File: src/doppler_cross_correlation_monitor_defines.svh
// Assertion macros shared by the Doppler cross-correlation monitor RTL.
`ifndef DOPPLER_CROSS_CORRELATION_MONITOR_DEFINES_SVH
`define DOPPLER_CROSS_CORRELATION_MONITOR_DEFINES_SVH
`ifndef NO_ASSERTIONS
// Check that the consequent holds in the same cycle as the antecedent.
`define DCCM_ASSERT_SAME(lbl, ante, cons) \
    lbl: assert property (@(posedge i_clk) disable iff (!i_rst_n) (ante) |-> (cons)) \
        else $error("dccm: same-cycle check failed");
// Check that the consequent holds in the cycle after the antecedent.
`define DCCM_ASSERT_NEXT(lbl, ante, cons) \
    lbl: assert property (@(posedge i_clk) disable iff (!i_rst_n) (ante) |=> (cons)) \
        else $error("dccm: next-cycle check failed");
`else
`define DCCM_ASSERT_SAME(lbl, ante, cons)
`define DCCM_ASSERT_NEXT(lbl, ante, cons)
`endif
`endif

File: src/dccm_pkg.sv
// Package of widths, constants and types for the Doppler cross-correlation monitor.
`timescale 1ns / 1ps
`default_nettype none
package dccm_pkg;

    // Field widths
    localparam int F_W        = 24;
    localparam int CN0_W      = 9;
    localparam int DELTA_W    = 20;
    localparam int CNT_W      = 16;
    localparam int CFG_IDX_W  = 2;
    localparam int CFG_DATA_W = 20;

    // Band scaling 77/60 and the remainder step (1/256 Hz)
    localparam longint FREQ_STEP = 256000;
    localparam longint SCALE_NUM = 77;
    localparam longint SCALE_DEN = 60;
    localparam longint MOD2      = FREQ_STEP * SCALE_DEN;

    // Magnitudes of the dividends
    localparam longint A1_MAX = longint'(1) << (F_W - 1);
    localparam longint A2_MAX = A1_MAX * SCALE_NUM;
    localparam int     A1_W   = $clog2(A1_MAX + 1);
    localparam int     A2_W   = $clog2(A2_MAX + 1);
    localparam int     P2_W   = A2_W + 1;

    // Reciprocal constants: quotient estimate is low by at most one
    localparam int     RECIP_SH = 40;
    localparam longint K1       = (longint'(1) << RECIP_SH) / FREQ_STEP;
    localparam longint K2       = (longint'(1) << RECIP_SH) / MOD2;
    localparam int     K1_W     = $clog2(K1 + 1);
    localparam int     K2_W     = $clog2(K2 + 1);
    localparam int     Q1_W     = $clog2(A1_MAX / FREQ_STEP + 2);
    localparam int     Q2_W     = $clog2(A2_MAX / MOD2 + 2);

    // Partial and final remainders
    localparam int T1_W = $clog2(2 * FREQ_STEP);
    localparam int T2_W = $clog2(2 * MOD2);
    localparam int R1_W = $clog2(FREQ_STEP);
    localparam int R2_W = $clog2(MOD2);

    // Remainder error and thresholds, in 1/60 of the Doppler unit
    localparam int     ERR_W     = $clog2(2 * MOD2);
    localparam int     E_W       = ERR_W + 1;
    localparam longint DELTA_MAX = (longint'(1) << DELTA_W) - 1;
    localparam int     D60_W     = $clog2(DELTA_MAX * SCALE_DEN + 1);
    localparam int     D600_W    = $clog2(DELTA_MAX * SCALE_DEN * 10 + 1);

    // Register reset values
    localparam longint DELTA_RST = 2560;
    localparam longint LIMIT_RST = 10;
    localparam longint CN0_1_RST = 160;
    localparam longint CN0_2_RST = 140;

    // Register indexes
    typedef enum logic [CFG_IDX_W-1:0] {
        CFG_MATCH_DELTA    = 2'd0,
        CFG_MISMATCH_LIMIT = 2'd1,
        CFG_FIRST_CN0      = 2'd2,
        CFG_SECOND_CN0     = 2'd3
    } t_cfg_idx;

    // Register contents as seen by the datapath
    typedef struct packed {
        logic [D60_W-1:0]  delta60;
        logic [D600_W-1:0] delta600;
        logic [CNT_W-1:0]  limit;
        logic [CN0_W-1:0]  first_cn0;
        logic [CN0_W-1:0]  second_cn0;
    } t_cfg;

    // Item fields that ride along the Doppler pipeline
    typedef struct packed {
        logic             bit_edge_update;
        logic             channel_start;
        logic             external_xcorr;
        logic             first_band_present;
        logic             sensitivity_mode;
        logic             prn_check_fail;
        logic [CN0_W-1:0] second_band_cn0;
        logic [CN0_W-1:0] first_band_cn0;
    } t_ctrl;

    // Item handed from the Doppler pipeline to the decision stage
    typedef struct packed {
        t_ctrl            ctrl;
        logic [ERR_W-1:0] err;
    } t_err_item;

endpackage
`default_nettype wire

File: src/dccm_channels.sv
// Valid/ready channel interfaces for epoch items and result items.
`timescale 1ns / 1ps
`default_nettype none
interface dccm_in_if;
    logic                            valid;
    logic                            ready;
    logic                            bit_edge_update;
    logic                            channel_start;
    logic                            external_xcorr;
    logic signed [dccm_pkg::F_W-1:0] second_band_freq;
    logic [dccm_pkg::CN0_W-1:0]      second_band_cn0;
    logic                            first_band_present;
    logic signed [dccm_pkg::F_W-1:0] first_band_freq;
    logic [dccm_pkg::CN0_W-1:0]      first_band_cn0;
    logic                            sensitivity_mode;
    logic                            prn_check_fail;

    modport source (
        output valid, bit_edge_update, channel_start, external_xcorr, second_band_freq,
               second_band_cn0, first_band_present, first_band_freq, first_band_cn0,
               sensitivity_mode, prn_check_fail,
        input  ready
    );
    modport sink (
        input  valid, bit_edge_update, channel_start, external_xcorr, second_band_freq,
               second_band_cn0, first_band_present, first_band_freq, first_band_cn0,
               sensitivity_mode, prn_check_fail,
        output ready
    );
endinterface

interface dccm_out_if;
    logic                        valid;
    logic                        ready;
    logic                        xcorr_confirmed;
    logic                        suspect_request;
    logic                        sensitivity_echo;
    logic                        mismatch_now;
    logic [dccm_pkg::CNT_W-1:0]  mismatch_count;

    modport source (
        output valid, xcorr_confirmed, suspect_request, sensitivity_echo, mismatch_now,
               mismatch_count,
        input  ready
    );
    modport sink (
        input  valid, xcorr_confirmed, suspect_request, sensitivity_echo, mismatch_now,
               mismatch_count,
        output ready
    );
endinterface
`default_nettype wire

File: src/dccm_cfg.sv
// Configuration registers with precomputed match thresholds.
`timescale 1ns / 1ps
`default_nettype none
module dccm_cfg (
    input  wire logic                                i_clk,
    input  wire logic                                i_rst_n,
    input  wire logic                                i_cfg_we,
    input  wire logic [dccm_pkg::CFG_IDX_W-1:0]      i_cfg_idx,
    input  wire logic [dccm_pkg::CFG_DATA_W-1:0]     i_cfg_wdata,
    output dccm_pkg::t_cfg                           o_cfg
);

    logic [dccm_pkg::DELTA_W-1:0] v_delta;
    logic [dccm_pkg::D60_W-1:0]   n_delta60;
    logic [dccm_pkg::D600_W-1:0]  n_delta600;
    logic [dccm_pkg::D60_W-1:0]   r_delta60;
    logic [dccm_pkg::D600_W-1:0]  r_delta600;
    logic [dccm_pkg::CNT_W-1:0]   r_limit;
    logic [dccm_pkg::CN0_W-1:0]   r_first_cn0;
    logic [dccm_pkg::CN0_W-1:0]   r_second_cn0;

    // Scale the written delta once, so the datapath only compares
    always_comb begin
        v_delta    = i_cfg_wdata[dccm_pkg::DELTA_W-1:0];
        n_delta60  = dccm_pkg::D60_W'(v_delta) * dccm_pkg::D60_W'(dccm_pkg::SCALE_DEN);
        n_delta600 = dccm_pkg::D600_W'(v_delta) *
                     dccm_pkg::D600_W'(dccm_pkg::SCALE_DEN * 10);
    end

    // Write the addressed register
    always_ff @(posedge i_clk) begin
        if (!i_rst_n) begin
            r_delta60    <= dccm_pkg::D60_W'(dccm_pkg::DELTA_RST * dccm_pkg::SCALE_DEN);
            r_delta600   <= dccm_pkg::D600_W'(dccm_pkg::DELTA_RST * dccm_pkg::SCALE_DEN * 10);
            r_limit      <= dccm_pkg::CNT_W'(dccm_pkg::LIMIT_RST);
            r_first_cn0  <= dccm_pkg::CN0_W'(dccm_pkg::CN0_1_RST);
            r_second_cn0 <= dccm_pkg::CN0_W'(dccm_pkg::CN0_2_RST);
        end else if (i_cfg_we) begin
            case (dccm_pkg::t_cfg_idx'(i_cfg_idx))
                dccm_pkg::CFG_MATCH_DELTA: begin
                    r_delta60  <= n_delta60;
                    r_delta600 <= n_delta600;
                end
                dccm_pkg::CFG_MISMATCH_LIMIT: begin
                    r_limit <= i_cfg_wdata[dccm_pkg::CNT_W-1:0];
                end
                dccm_pkg::CFG_FIRST_CN0: begin
                    r_first_cn0 <= i_cfg_wdata[dccm_pkg::CN0_W-1:0];
                end
                dccm_pkg::CFG_SECOND_CN0: begin
                    r_second_cn0 <= i_cfg_wdata[dccm_pkg::CN0_W-1:0];
                end
                default: begin
                end
            endcase
        end
    end

    assign o_cfg.delta60    = r_delta60;
    assign o_cfg.delta600   = r_delta600;
    assign o_cfg.limit      = r_limit;
    assign o_cfg.first_cn0  = r_first_cn0;
    assign o_cfg.second_cn0 = r_second_cn0;

endmodule
`default_nettype wire

File: src/dccm_doppler_err.sv
// Pipelined Doppler remainder error: input register, reciprocal quotient, remainder, error.
`timescale 1ns / 1ps
`default_nettype none
module dccm_doppler_err (
    input  wire logic           i_clk,
    input  wire logic           i_rst_n,
    dccm_in_if.sink             i_item,
    output logic                o_valid,
    input  wire logic           i_ready,
    output dccm_pkg::t_err_item o_item
);

    // Stage handshake
    logic ready0, ready1, ready2, ready3;
    logic r_v0, r_v1, r_v2, r_v3;

    // Stage 0: captured item
    dccm_pkg::t_ctrl                 r_ctrl0;
    logic signed [dccm_pkg::F_W-1:0] r_f1_0;
    logic signed [dccm_pkg::F_W-1:0] r_f2_0;

    // Stage 1: magnitudes and quotient estimates
    logic signed [dccm_pkg::P2_W-1:0]                    v_f2x;
    logic signed [dccm_pkg::P2_W-1:0]                    v_p2;
    logic                                                n_neg1, n_neg2;
    logic [dccm_pkg::A1_W-1:0]                           n_a1;
    logic [dccm_pkg::A2_W-1:0]                           n_a2;
    logic [dccm_pkg::A1_W+dccm_pkg::K1_W-1:0]            v_prod1;
    logic [dccm_pkg::A2_W+dccm_pkg::K2_W-1:0]            v_prod2;
    logic [dccm_pkg::Q1_W-1:0]                           n_q1;
    logic [dccm_pkg::Q2_W-1:0]                           n_q2;
    dccm_pkg::t_ctrl                                     r_ctrl1;
    logic                                                r_neg1_1, r_neg2_1;
    logic [dccm_pkg::A1_W-1:0]                           r_a1_1;
    logic [dccm_pkg::A2_W-1:0]                           r_a2_1;
    logic [dccm_pkg::Q1_W-1:0]                           r_q1_1;
    logic [dccm_pkg::Q2_W-1:0]                           r_q2_1;

    // Stage 2: partial remainders, below twice the step
    logic [dccm_pkg::T1_W-1:0] n_t1;
    logic [dccm_pkg::T2_W-1:0] n_t2;
    dccm_pkg::t_ctrl           r_ctrl2;
    logic                      r_neg1_2, r_neg2_2;
    logic [dccm_pkg::T1_W-1:0] r_t1_2;
    logic [dccm_pkg::T2_W-1:0] r_t2_2;

    // Stage 3: signed remainders and absolute error
    logic [dccm_pkg::R1_W-1:0]        v_r1u;
    logic [dccm_pkg::R2_W-1:0]        v_r2u;
    logic signed [dccm_pkg::E_W-1:0]  v_s1;
    logic signed [dccm_pkg::E_W-1:0]  v_s2;
    logic signed [dccm_pkg::E_W-1:0]  v_e;
    logic [dccm_pkg::ERR_W-1:0]       n_err;
    dccm_pkg::t_ctrl                  r_ctrl3;
    logic [dccm_pkg::ERR_W-1:0]       r_err3;

    // A stage takes a new item when it is empty or its item moves on
    assign ready3       = !r_v3 || i_ready;
    assign ready2       = !r_v2 || ready3;
    assign ready1       = !r_v1 || ready2;
    assign ready0       = !r_v0 || ready1;
    assign i_item.ready = ready0;

    always_ff @(posedge i_clk) begin
        if (!i_rst_n) begin
            r_v0 <= 1'b0;
            r_v1 <= 1'b0;
            r_v2 <= 1'b0;
            r_v3 <= 1'b0;
        end else begin
            if (ready0) begin
                r_v0 <= i_item.valid;
            end
            if (ready1) begin
                r_v1 <= r_v0;
            end
            if (ready2) begin
                r_v2 <= r_v1;
            end
            if (ready3) begin
                r_v3 <= r_v2;
            end
        end
    end

    // Stage 1: scale the second band by 77, take magnitudes, estimate quotients
    always_comb begin
        v_f2x   = dccm_pkg::P2_W'(r_f2_0);
        v_p2    = v_f2x * dccm_pkg::P2_W'(dccm_pkg::SCALE_NUM);
        n_neg2  = v_p2[dccm_pkg::P2_W-1];
        n_a2    = dccm_pkg::A2_W'($unsigned(n_neg2 ? -v_p2 : v_p2));
        n_neg1  = r_f1_0[dccm_pkg::F_W-1];
        n_a1    = dccm_pkg::A1_W'($unsigned(n_neg1 ? -r_f1_0 : r_f1_0));
        v_prod1 = (dccm_pkg::A1_W + dccm_pkg::K1_W)'(n_a1) *
                  (dccm_pkg::A1_W + dccm_pkg::K1_W)'(dccm_pkg::K1);
        v_prod2 = (dccm_pkg::A2_W + dccm_pkg::K2_W)'(n_a2) *
                  (dccm_pkg::A2_W + dccm_pkg::K2_W)'(dccm_pkg::K2);
        n_q1    = dccm_pkg::Q1_W'(v_prod1 >> dccm_pkg::RECIP_SH);
        n_q2    = dccm_pkg::Q2_W'(v_prod2 >> dccm_pkg::RECIP_SH);
    end

    // Stage 2: subtract the estimated multiple of the step
    always_comb begin
        n_t1 = dccm_pkg::T1_W'(r_a1_1 -
               dccm_pkg::A1_W'(r_q1_1 * dccm_pkg::A1_W'(dccm_pkg::FREQ_STEP)));
        n_t2 = dccm_pkg::T2_W'(r_a2_1 -
               dccm_pkg::A2_W'(r_q2_1 * dccm_pkg::A2_W'(dccm_pkg::MOD2)));
    end

    // Stage 3: correct by one step, restore the dividend sign, form the error
    always_comb begin
        v_r1u = (r_t1_2 >= dccm_pkg::T1_W'(dccm_pkg::FREQ_STEP)) ?
                dccm_pkg::R1_W'(r_t1_2 - dccm_pkg::T1_W'(dccm_pkg::FREQ_STEP)) :
                dccm_pkg::R1_W'(r_t1_2);
        v_r2u = (r_t2_2 >= dccm_pkg::T2_W'(dccm_pkg::MOD2)) ?
                dccm_pkg::R2_W'(r_t2_2 - dccm_pkg::T2_W'(dccm_pkg::MOD2)) :
                dccm_pkg::R2_W'(r_t2_2);
        v_s1  = r_neg1_2 ? -$signed(dccm_pkg::E_W'(v_r1u)) : $signed(dccm_pkg::E_W'(v_r1u));
        v_s2  = r_neg2_2 ? -$signed(dccm_pkg::E_W'(v_r2u)) : $signed(dccm_pkg::E_W'(v_r2u));
        v_e   = v_s1 * $signed(dccm_pkg::E_W'(dccm_pkg::SCALE_DEN)) - v_s2;
        n_err = dccm_pkg::ERR_W'($unsigned(v_e[dccm_pkg::E_W-1] ? -v_e : v_e));
    end

    // Advance payloads along with their valid bits
    always_ff @(posedge i_clk) begin
        if (ready0) begin
            r_ctrl0.bit_edge_update    <= i_item.bit_edge_update;
            r_ctrl0.channel_start      <= i_item.channel_start;
            r_ctrl0.external_xcorr     <= i_item.external_xcorr;
            r_ctrl0.first_band_present <= i_item.first_band_present;
            r_ctrl0.sensitivity_mode   <= i_item.sensitivity_mode;
            r_ctrl0.prn_check_fail     <= i_item.prn_check_fail;
            r_ctrl0.second_band_cn0    <= i_item.second_band_cn0;
            r_ctrl0.first_band_cn0     <= i_item.first_band_cn0;
            r_f1_0                     <= i_item.first_band_freq;
            r_f2_0                     <= i_item.second_band_freq;
        end
        if (ready1) begin
            r_ctrl1  <= r_ctrl0;
            r_neg1_1 <= n_neg1;
            r_neg2_1 <= n_neg2;
            r_a1_1   <= n_a1;
            r_a2_1   <= n_a2;
            r_q1_1   <= n_q1;
            r_q2_1   <= n_q2;
        end
        if (ready2) begin
            r_ctrl2  <= r_ctrl1;
            r_neg1_2 <= r_neg1_1;
            r_neg2_2 <= r_neg2_1;
            r_t1_2   <= n_t1;
            r_t2_2   <= n_t2;
        end
        if (ready3) begin
            r_ctrl3 <= r_ctrl2;
            r_err3  <= n_err;
        end
    end

    assign o_valid     = r_v3;
    assign o_item.ctrl = r_ctrl3;
    assign o_item.err  = r_err3;

endmodule
`default_nettype wire

File: src/dccm_decide.sv
// Mismatch decision, whitelist marks, mismatch counter and result register.
`timescale 1ns / 1ps
`default_nettype none
`include "doppler_cross_correlation_monitor_defines.svh"
module dccm_decide (
    input  wire logic           i_clk,
    input  wire logic           i_rst_n,
    input  wire logic           i_valid,
    output logic                o_ready,
    input  dccm_pkg::t_err_item i_item,
    input  dccm_pkg::t_cfg      i_cfg,
    dccm_out_if.source          o_result
);

    logic v_take;

    // Kept state
    logic [dccm_pkg::CNT_W-1:0] r_cnt;
    logic                       r_fbw;
    logic                       r_sbw;
    logic                       r_conf;

    // State after an optional channel start
    logic [dccm_pkg::CNT_W-1:0] c_cnt;
    logic                       c_fbw, c_sbw, c_conf;

    // Next state and result
    logic [dccm_pkg::CNT_W-1:0] n_cnt;
    logic                       n_fbw, n_sbw, n_conf;
    logic                       n_mismatch, n_suspect, n_echo;

    // Result register
    logic                       r_out_valid;
    logic                       r_suspect, r_echo, r_mismatch;
    logic                       r_out_conf;
    logic [dccm_pkg::CNT_W-1:0] r_out_cnt;

    assign o_ready = !r_out_valid || o_result.ready;
    assign v_take  = i_valid && o_ready;

    // Judge the epoch and update marks and counter
    always_comb begin
        c_cnt  = i_item.ctrl.channel_start ? '0 : r_cnt;
        c_fbw  = i_item.ctrl.channel_start ? 1'b0 : r_fbw;
        c_sbw  = i_item.ctrl.channel_start ? 1'b0 : r_sbw;
        c_conf = i_item.ctrl.channel_start ? 1'b0 : r_conf;

        n_mismatch = i_item.ctrl.bit_edge_update && !i_item.ctrl.external_xcorr &&
                     i_item.ctrl.first_band_present &&
                     (dccm_pkg::D600_W'(i_item.err) > dccm_pkg::D600_W'(i_cfg.delta60)) &&
                     (dccm_pkg::D600_W'(i_item.err) >= i_cfg.delta600);

        n_cnt     = c_cnt;
        n_fbw     = c_fbw;
        n_sbw     = c_sbw;
        n_conf    = c_conf;
        n_suspect = 1'b0;
        n_echo    = 1'b0;

        if (i_item.ctrl.bit_edge_update) begin
            if (i_item.ctrl.external_xcorr) begin
                n_conf = 1'b1;
            end else begin
                if (i_item.ctrl.first_band_present) begin
                    n_fbw = i_item.ctrl.first_band_cn0 >= i_cfg.first_cn0;
                    n_sbw = i_item.ctrl.second_band_cn0 >= i_cfg.second_cn0;
                end
                if (i_item.ctrl.sensitivity_mode) begin
                    n_sbw = 1'b0;
                end
                if (n_mismatch) begin
                    if (c_cnt < i_cfg.limit) begin
                        n_cnt = c_cnt + 1'b1;
                    end else if (n_sbw && n_fbw) begin
                        n_conf = 1'b1;
                    end else if (!n_sbw && !n_fbw) begin
                        n_suspect = 1'b1;
                    end else if (!n_sbw) begin
                        n_conf = 1'b1;
                    end
                end else begin
                    n_cnt = '0;
                end
                n_suspect = n_suspect || i_item.ctrl.prn_check_fail;
                n_echo    = i_item.ctrl.sensitivity_mode;
            end
        end
    end

    // Commit state and hold the result until it is taken
    always_ff @(posedge i_clk) begin
        if (!i_rst_n) begin
            r_cnt       <= '0;
            r_fbw       <= 1'b0;
            r_sbw       <= 1'b0;
            r_conf      <= 1'b0;
            r_out_valid <= 1'b0;
        end else begin
            if (v_take) begin
                r_cnt  <= n_cnt;
                r_fbw  <= n_fbw;
                r_sbw  <= n_sbw;
                r_conf <= n_conf;
            end
            if (v_take) begin
                r_out_valid <= 1'b1;
            end else if (o_result.ready) begin
                r_out_valid <= 1'b0;
            end
        end
    end

    always_ff @(posedge i_clk) begin
        if (v_take) begin
            r_out_conf <= n_conf;
            r_suspect  <= n_suspect;
            r_echo     <= n_echo;
            r_mismatch <= n_mismatch;
            r_out_cnt  <= n_cnt;
        end
    end

    assign o_result.valid            = r_out_valid;
    assign o_result.xcorr_confirmed  = r_out_conf;
    assign o_result.suspect_request  = r_suspect;
    assign o_result.sensitivity_echo = r_echo;
    assign o_result.mismatch_now     = r_mismatch;
    assign o_result.mismatch_count   = r_out_cnt;

    // Counter moves only when an item is taken
    `DCCM_ASSERT_NEXT(a_cnt_hold, !v_take, $stable(r_cnt))
    // Confirmed mark stays set until a channel start
    `DCCM_ASSERT_NEXT(a_conf_sticky, v_take && !i_item.ctrl.channel_start && r_conf, r_conf)
    // A judged epoch without mismatch clears the counter
    `DCCM_ASSERT_NEXT(a_cnt_clear, v_take && i_item.ctrl.bit_edge_update && !i_item.ctrl.external_xcorr && !n_mismatch, r_cnt == '0)
    // A suspect request without a code failure needs a mismatch and no whitelist
    `DCCM_ASSERT_SAME(a_suspect_cause, v_take && n_suspect && !i_item.ctrl.prn_check_fail, n_mismatch && !n_fbw && !n_sbw)

endmodule
`default_nettype wire

File: src/doppler_cross_correlation_monitor.sv
// Doppler cross-correlation monitor: epoch items in, one result item per epoch out.
//
// Usage:
//   i_item carries one tracking epoch (bit-edge flag, channel start, external flag,
//   both band Dopplers and CN0s, sensitivity mode, code check flag). o_result returns
//   one item per epoch: confirmed mark, suspect request, sensitivity echo, this
//   epoch's mismatch and the consecutive mismatch count. Both use valid/ready. Users
//   write registers via i_cfg_we / i_cfg_idx / i_cfg_wdata only if idle; unenforced.
// Pipeline and throughput:
//   The Doppler path is a four-stage pipeline (input register, reciprocal quotient
//   multiply, remainder multiply-subtract, correction and error) ahead of the
//   decision stage, so one item is taken per cycle while o_result is not stalled;
//   the per-channel state updates in the decision stage as each item enters the
//   result register.
// Reset:
//   Synchronous, active low. Registers return to their defaults, all marks and the
//   counter clear, and the pipeline empties.
// Stall:
//   A result held on o_result keeps its value; the pipeline keeps filling its empty
//   stages and i_item.ready drops only when every stage holds an item.
`timescale 1ns / 1ps
`default_nettype none
module doppler_cross_correlation_monitor (
    input  wire logic                            i_clk,
    input  wire logic                            i_rst_n,
    dccm_in_if.sink                              i_item,
    dccm_out_if.source                           o_result,
    input  wire logic                            i_cfg_we,
    input  wire logic [dccm_pkg::CFG_IDX_W-1:0]  i_cfg_idx,
    input  wire logic [dccm_pkg::CFG_DATA_W-1:0] i_cfg_wdata
);

    dccm_pkg::t_cfg      cfg;
    dccm_pkg::t_err_item err_item;
    logic                err_valid;
    logic                err_ready;

    // Configuration registers
    dccm_cfg u_cfg (
        .i_clk       (i_clk),
        .i_rst_n     (i_rst_n),
        .i_cfg_we    (i_cfg_we),
        .i_cfg_idx   (i_cfg_idx),
        .i_cfg_wdata (i_cfg_wdata),
        .o_cfg       (cfg)
    );

    // Doppler remainder error pipeline
    dccm_doppler_err u_err (
        .i_clk   (i_clk),
        .i_rst_n (i_rst_n),
        .i_item  (i_item),
        .o_valid (err_valid),
        .i_ready (err_ready),
        .o_item  (err_item)
    );

    // Decision, state and result register
    dccm_decide u_decide (
        .i_clk    (i_clk),
        .i_rst_n  (i_rst_n),
        .i_valid  (err_valid),
        .o_ready  (err_ready),
        .i_item   (err_item),
        .i_cfg    (cfg),
        .o_result (o_result)
    );

endmodule
`default_nettype wire
File: src/flat_wrapper.sv
// flat-port wrapper written by rule: the top's interface ports become plain ports
module doppler_cross_correlation_monitor_flat 
  (i_clk, i_rst_n, i_cfg_we, i_cfg_idx, i_cfg_wdata, i_item_valid, i_item_bit_edge_update, i_item_channel_start, i_item_external_xcorr, i_item_second_band_freq, i_item_second_band_cn0, i_item_first_band_present, i_item_first_band_freq, i_item_first_band_cn0, i_item_sensitivity_mode, i_item_prn_check_fail, i_item_ready, o_result_valid, o_result_xcorr_confirmed, o_result_suspect_request, o_result_sensitivity_echo, o_result_mismatch_now, o_result_mismatch_count, o_result_ready);
  dccm_in_if i_item_i ();
  dccm_out_if o_result_i ();
  input  wire logic i_clk;
  input  wire logic i_rst_n;
  input  wire logic i_cfg_we;
  input  wire logic [dccm_pkg::CFG_IDX_W-1:0] i_cfg_idx;
  input  wire logic [dccm_pkg::CFG_DATA_W-1:0] i_cfg_wdata;
  input wire logic [$bits(i_item_i.valid)-1:0] i_item_valid;
  input wire logic [$bits(i_item_i.bit_edge_update)-1:0] i_item_bit_edge_update;
  input wire logic [$bits(i_item_i.channel_start)-1:0] i_item_channel_start;
  input wire logic [$bits(i_item_i.external_xcorr)-1:0] i_item_external_xcorr;
  input wire logic [$bits(i_item_i.second_band_freq)-1:0] i_item_second_band_freq;
  input wire logic [$bits(i_item_i.second_band_cn0)-1:0] i_item_second_band_cn0;
  input wire logic [$bits(i_item_i.first_band_present)-1:0] i_item_first_band_present;
  input wire logic [$bits(i_item_i.first_band_freq)-1:0] i_item_first_band_freq;
  input wire logic [$bits(i_item_i.first_band_cn0)-1:0] i_item_first_band_cn0;
  input wire logic [$bits(i_item_i.sensitivity_mode)-1:0] i_item_sensitivity_mode;
  input wire logic [$bits(i_item_i.prn_check_fail)-1:0] i_item_prn_check_fail;
  output wire logic [$bits(i_item_i.ready)-1:0] i_item_ready;
  output wire logic [$bits(o_result_i.valid)-1:0] o_result_valid;
  output wire logic [$bits(o_result_i.xcorr_confirmed)-1:0] o_result_xcorr_confirmed;
  output wire logic [$bits(o_result_i.suspect_request)-1:0] o_result_suspect_request;
  output wire logic [$bits(o_result_i.sensitivity_echo)-1:0] o_result_sensitivity_echo;
  output wire logic [$bits(o_result_i.mismatch_now)-1:0] o_result_mismatch_now;
  output wire logic [$bits(o_result_i.mismatch_count)-1:0] o_result_mismatch_count;
  input wire logic [$bits(o_result_i.ready)-1:0] o_result_ready;
  assign i_item_i.valid = i_item_valid;
  assign i_item_i.bit_edge_update = i_item_bit_edge_update;
  assign i_item_i.channel_start = i_item_channel_start;
  assign i_item_i.external_xcorr = i_item_external_xcorr;
  assign i_item_i.second_band_freq = i_item_second_band_freq;
  assign i_item_i.second_band_cn0 = i_item_second_band_cn0;
  assign i_item_i.first_band_present = i_item_first_band_present;
  assign i_item_i.first_band_freq = i_item_first_band_freq;
  assign i_item_i.first_band_cn0 = i_item_first_band_cn0;
  assign i_item_i.sensitivity_mode = i_item_sensitivity_mode;
  assign i_item_i.prn_check_fail = i_item_prn_check_fail;
  assign i_item_ready = i_item_i.ready;
  assign o_result_valid = o_result_i.valid;
  assign o_result_xcorr_confirmed = o_result_i.xcorr_confirmed;
  assign o_result_suspect_request = o_result_i.suspect_request;
  assign o_result_sensitivity_echo = o_result_i.sensitivity_echo;
  assign o_result_mismatch_now = o_result_i.mismatch_now;
  assign o_result_mismatch_count = o_result_i.mismatch_count;
  assign o_result_i.ready = o_result_ready;
  doppler_cross_correlation_monitor u_core (.i_clk(i_clk), .i_rst_n(i_rst_n), .i_item(i_item_i), .o_result(o_result_i), .i_cfg_we(i_cfg_we), .i_cfg_idx(i_cfg_idx), .i_cfg_wdata(i_cfg_wdata));
endmodule
File: config.mk
export PLATFORM = sky130hd
export DESIGN_NAME = doppler_cross_correlation_monitor_flat
export DESIGN_NICKNAME = d
export VERILOG_FILES = /design/src/dccm_pkg.sv /design/src/dccm_channels.sv /design/src/dccm_cfg.sv /design/src/dccm_doppler_err.sv /design/src/dccm_decide.sv /design/src/doppler_cross_correlation_monitor.sv /design/src/flat_wrapper.sv
export VERILOG_INCLUDE_DIRS = /design/src /design/src/src
export SDC_FILE = /design/constraint.sdc
export NUM_CORES = 2
export LEC_CHECK = 0
export BUFFER_PORTS_ARGS = -buffer_cell sky130_fd_sc_hd__buf_2
export CORE_MARGIN = 2
export CORE_UTILIZATION = 60
export DETAILED_ROUTE_END_ITERATION = 7
export PLACE_DENSITY = 0.78
export SYNTH_ARGS = -nofsm -noshare
export SYNTH_HDL_FRONTEND = slang
export SYNTH_SLANG_ARGS = --single-unit
File: constraint.sdc
create_clock -name i_clk -period 15.6 [get_ports i_clk]
set_clock_uncertainty 0.15 [all_clocks]
set_input_delay 1.56 -clock i_clk [delete_from_list [all_inputs] [get_ports i_clk]]
set_output_delay 1.56 -clock i_clk [all_outputs]
set_load 0.02 [all_outputs]
==> impl_results.rst <==
.. list-table::
   :header-rows: 1

   * - Metric
     - Value
   * - Element type at the critical path start
     - flip-flop
   * - Overall global routing resource usage
     - 25.1%
   * - Vert. Die Dim
     - 284 um
   * - Post-Synth Adder-Cell Area
     - 43.0%
   * - Number of buffers between clock root and the deepest sink
     - 3
   * - Fin. max-slew vios
     - 0
   * - Max Cap Violations
     - 0
   * - Netlist area before placement
     - 47200 um^2
   * - Area growth from synthesis to layout
     - 7.78%
   * - H-tree level count
     - 2
   * - Synthesized flop and latch total
     - 400
   * - Minimum period implied by the final worst setup slack
     - 12280 ps
   * - Total Die Area
     - 80900 um^2
   * - Tightest Hold Check Type
     - reg2reg
   * - Vias in the first global route
     - 34300
   * - Floorplan core area
     - 77700 um^2
   * - Maximum cell stage delay along the critical path
     - 600 ps
   * - Final WL
     - 99200 um
   * - Kind of end point of the critical path
     - flip-flop
   * - Endpoint arrival time on the critical path
     - 12490 ps
   * - Number of cells on the worst hold path
     - 0
   * - Iteration-0 DRC count of the detailed router
     - 1527
   * - Final clock period utilization by the worst path
     - 78.7%
   * - Worst Hold Launch
     - u_core.u_err.r_ctrl2[13]
   * - Clock-pin slew on the worst setup and hold paths
     - 60 ps
   * - Compound-cell area share of the yosys netlist
     - 10.1%
   * - Post-cts resize count
     - 0
   * - Most frequent cell on the critical path
     - inv_1
   * - Layout fillers
     - 5982
   * - Async S/R FF share, synth
     - 0%
   * - Clock latency of the later-clocked register in the worst-skew pair
     - 630 ps
   * - Cell count after synthesis
     - 4743
   * - Launching point of the worst reg2reg path
     - u_core.u_err.r_f2_0[13]
   * - Highest attainable clock frequency
     - 81.5 MHz
   * - Post-CTS Setup Bufs
     - 0
   * - TritonCTS buffer count
     - 46
   * - Detailed placer's ending HPWL
     - 79500 um
   * - Total buffers and inverters traversed by the critical path
     - 8
   * - CTS root buffer
     - clkbuf_16
   * - Ports
     - 121
   * - Critical path start-end classification
     - reg2reg
   * - Tightest slew margin relative to the limit
     - 23.7%
   * - Least-Margin Pin Slew
     - 1140 ps
   * - Register-to-register setup slack
     - 3320 ps
   * - TritonRoute pass-1 iters
     - 5
   * - Area share of xor/xnor cells in the synthesized design
     - 5.83%
   * - Maximum number of pins on one net before global-route repair
     - 83
   * - Antenna diode count
     - 0
   * - Dominant combinational cell family by area after synthesis
     - adder cells
   * - First-pass GRT wire length
     - 166000 um
   * - Logic depth of the worst register-to-register path
     - 42
   * - Syn_area_per_cell
     - 9.95 um^2
   * - Setup violation total in the final timing report
     - 0
   * - Worst hold slack across all endpoints
     - 249 ps
   * - EDFF count, synth
     - 293
   * - Synthesized Nets
     - 6177
   * - Largest cells by area after synthesis
     - ha_1, fa_1, edfxtp_1, inv_1, dfxtp_1
   * - Number of buffers inserted by port buffering
     - 120
   * - GRT overflow
     - 0
   * - Setup TNS
     - 0 ps
   * - CP max stage cell
     - or4b_2
   * - Number of nets at the end of the flow
     - 6317
   * - Count of distinct cell types in the synthesized netlist
     - 81
   * - Area share of the largest cell type after synthesis
     - 22.7%
   * - Worst path top cell family by delay
     - adder cells
   * - Number of cell rows
     - 102
   * - Status
     - complete, no violations
   * - TritonCTS clock tree
     - built
   * - Dominant register cell in the synthesized netlist
     - edfxtp_1
   * - Width of the die
     - 284 um
   * - Per-cell via count in the routed design
     - 5.47
   * - Maximum fanout along the worst path
     - 19
   * - Hold buffer count at cts
     - 0
   * - Clock Sink Count
     - 400
   * - Number of vias in the routed layout
     - 32600
   * - Setup repair after global routing missed its margin
     - no
   * - Proportion of layout cells with a drive suffix above 1
     - 5.79%
   * - Multiplexer fraction of the synthesized cell area
     - 0.345%
   * - Average wire per standard cell
     - 16.6 um
   * - Post-Synth Simple-Gate Area
     - 8.30%
   * - YS warnings
     - 0
   * - End of the worst register-to-register path
     - u_core.u_err.r_q2_1[3]
   * - Number of remaining DRC errors
     - 0
   * - Remaining antenna violation count after routing
     - 0
   * - Sink of the worst hold path
     - u_core.u_err.o_item[38]
   * - Proportion of synthesized chip area in sequential cells
     - 23.2%
   * - Final weighted congestion of routability-driven global placement
     - 0.918
   * - Dominant cell type by area after synthesis
     - ha_1
   * - Antenna violations before repair
     - 0
   * - Initial Util
     - 60.7%
   * - Hold violation total from the final report
     - 0
   * - Required time worst endpoint
     - 15810 ps
==> sequential cells by signal, summed over array words and instances (netlist names), 25 cells and up <==
signal	count
u_core.u_cfg.r_delta600	27
u_core.u_err.r_a2_1	25
u_core.u_err.r_err3	25
u_core.u_err.r_t2_2	25
==> cell usage after synthesis, types with 107 or more instances <==
master	number
a21o_1	113
a21oi_1	211
dfxtp_1	107
edfxtp_1	293
fa_1	478
ha_1	857
inv_1	1093
nand2_1	252
nor2_1	158
o21ai_0	147
xnor2_1	183
xor2_1	122
==> layout by cell type, fill, tap and decap left out, types with 15 or more instances in the layout <==
| cell | count |
|---|---|
| a21oi_1 | 211 |
| a211oi_1 | 17 |
| a31oi_1 | 22 |
| nand3_1 | 53 |
| nor3_1 | 52 |
| nand2_1 | 250 |
| nor2_1 | 158 |
| or2_2 | 15 |
| o21bai_1 | 20 |
| buf_2 | 120 |
| fa_1 | 478 |
| ha_1 | 857 |
| o21a_1 | 40 |
| and3_1 | 23 |
| nor2b_1 | 53 |
| o41ai_1 | 15 |
| edfxtp_1 | 293 |
| xor2_1 | 122 |
| inv_1 | 1091 |
| xnor2_1 | 173 |
| clkbuf_16 | 46 |
| o31ai_1 | 22 |
| dfxtp_1 | 107 |
| and2_1 | 18 |
| or3_1 | 26 |
| o211ai_1 | 28 |
| o21ai_0 | 147 |
| nand4_1 | 26 |
| nand2b_1 | 37 |
| buf_4 | 33 |
| a21o_1 | 113 |
==> metrics by stage <==
stage	area [um^2]	setup WS, ps	utilization, %	std cells
detailed placement	49200	3440	63.3	5875
floorplan	47200	4390	-	4743
global route	50900	2430	65.4	5961
CTS	50900	3390	65.4	5961
global placement	49200	3610	63.3	5875
finish	50900	3320	65.4	5961
==> worst max path at each step <==
stage,startpoint,end,depth (start not counted)
global placement,u_core.u_err.r_f2_0[13],u_core.u_err.r_q2_1[3],42
CTS,u_core.u_err.r_f2_0[13],u_core.u_err.r_q2_1[3],42
finish,u_core.u_err.r_f2_0[13],u_core.u_err.r_q2_1[3],42
global route,u_core.u_err.r_f2_0[10],u_core.u_err.r_q2_1[3],42
detailed placement,u_core.u_err.r_f2_0[13],u_core.u_err.r_q2_1[3],42
floorplan,u_core.u_err.r_f2_0[13],u_core.u_err.r_q2_1[3],42
==> cells by family after synthesis <==
group	after synthesis
simple gates	789
xor+xnor	310
compound gates	738
mux	16
flops	400
fa+ha+maj	1335
buf+inv	1155
==> layer usage <==
layer	track usage [%]	part of all wire [%]
met1	30.8	41
met3	3.38	4.5
met4	7.22	2.8
met2	45.9	51
met5	0	0
==> area by class of cell <==
class	count	area (um^2)	share of cell area, %
Inverter	1094	4110	8.07
Tap cell	1040	1300	2.56
Sequential cell	400	10900	21.5
Timing Repair Buffer	153	848	1.67
Clock buffer	53	1180	2.31
Multi-Input combinational cell	3188	32000	62.9
Clock inverter	33	480	0.945
==> worst reg2reg max path, delay by kind of cell, from the launching register on <==
family,cells,cell delay (ps)
adder cells (fa/ha/maj),12,4990
buffers and inverters,8,760
AO/OA/AOI/OAI,15,3600
flip-flops,1,460
XOR/XNOR,3,700
AND/OR/NAND/NOR,4,1340
Power is not shown: default switching activity piles up to over one toggle a cycle in this logic, so the estimate is an artifact.
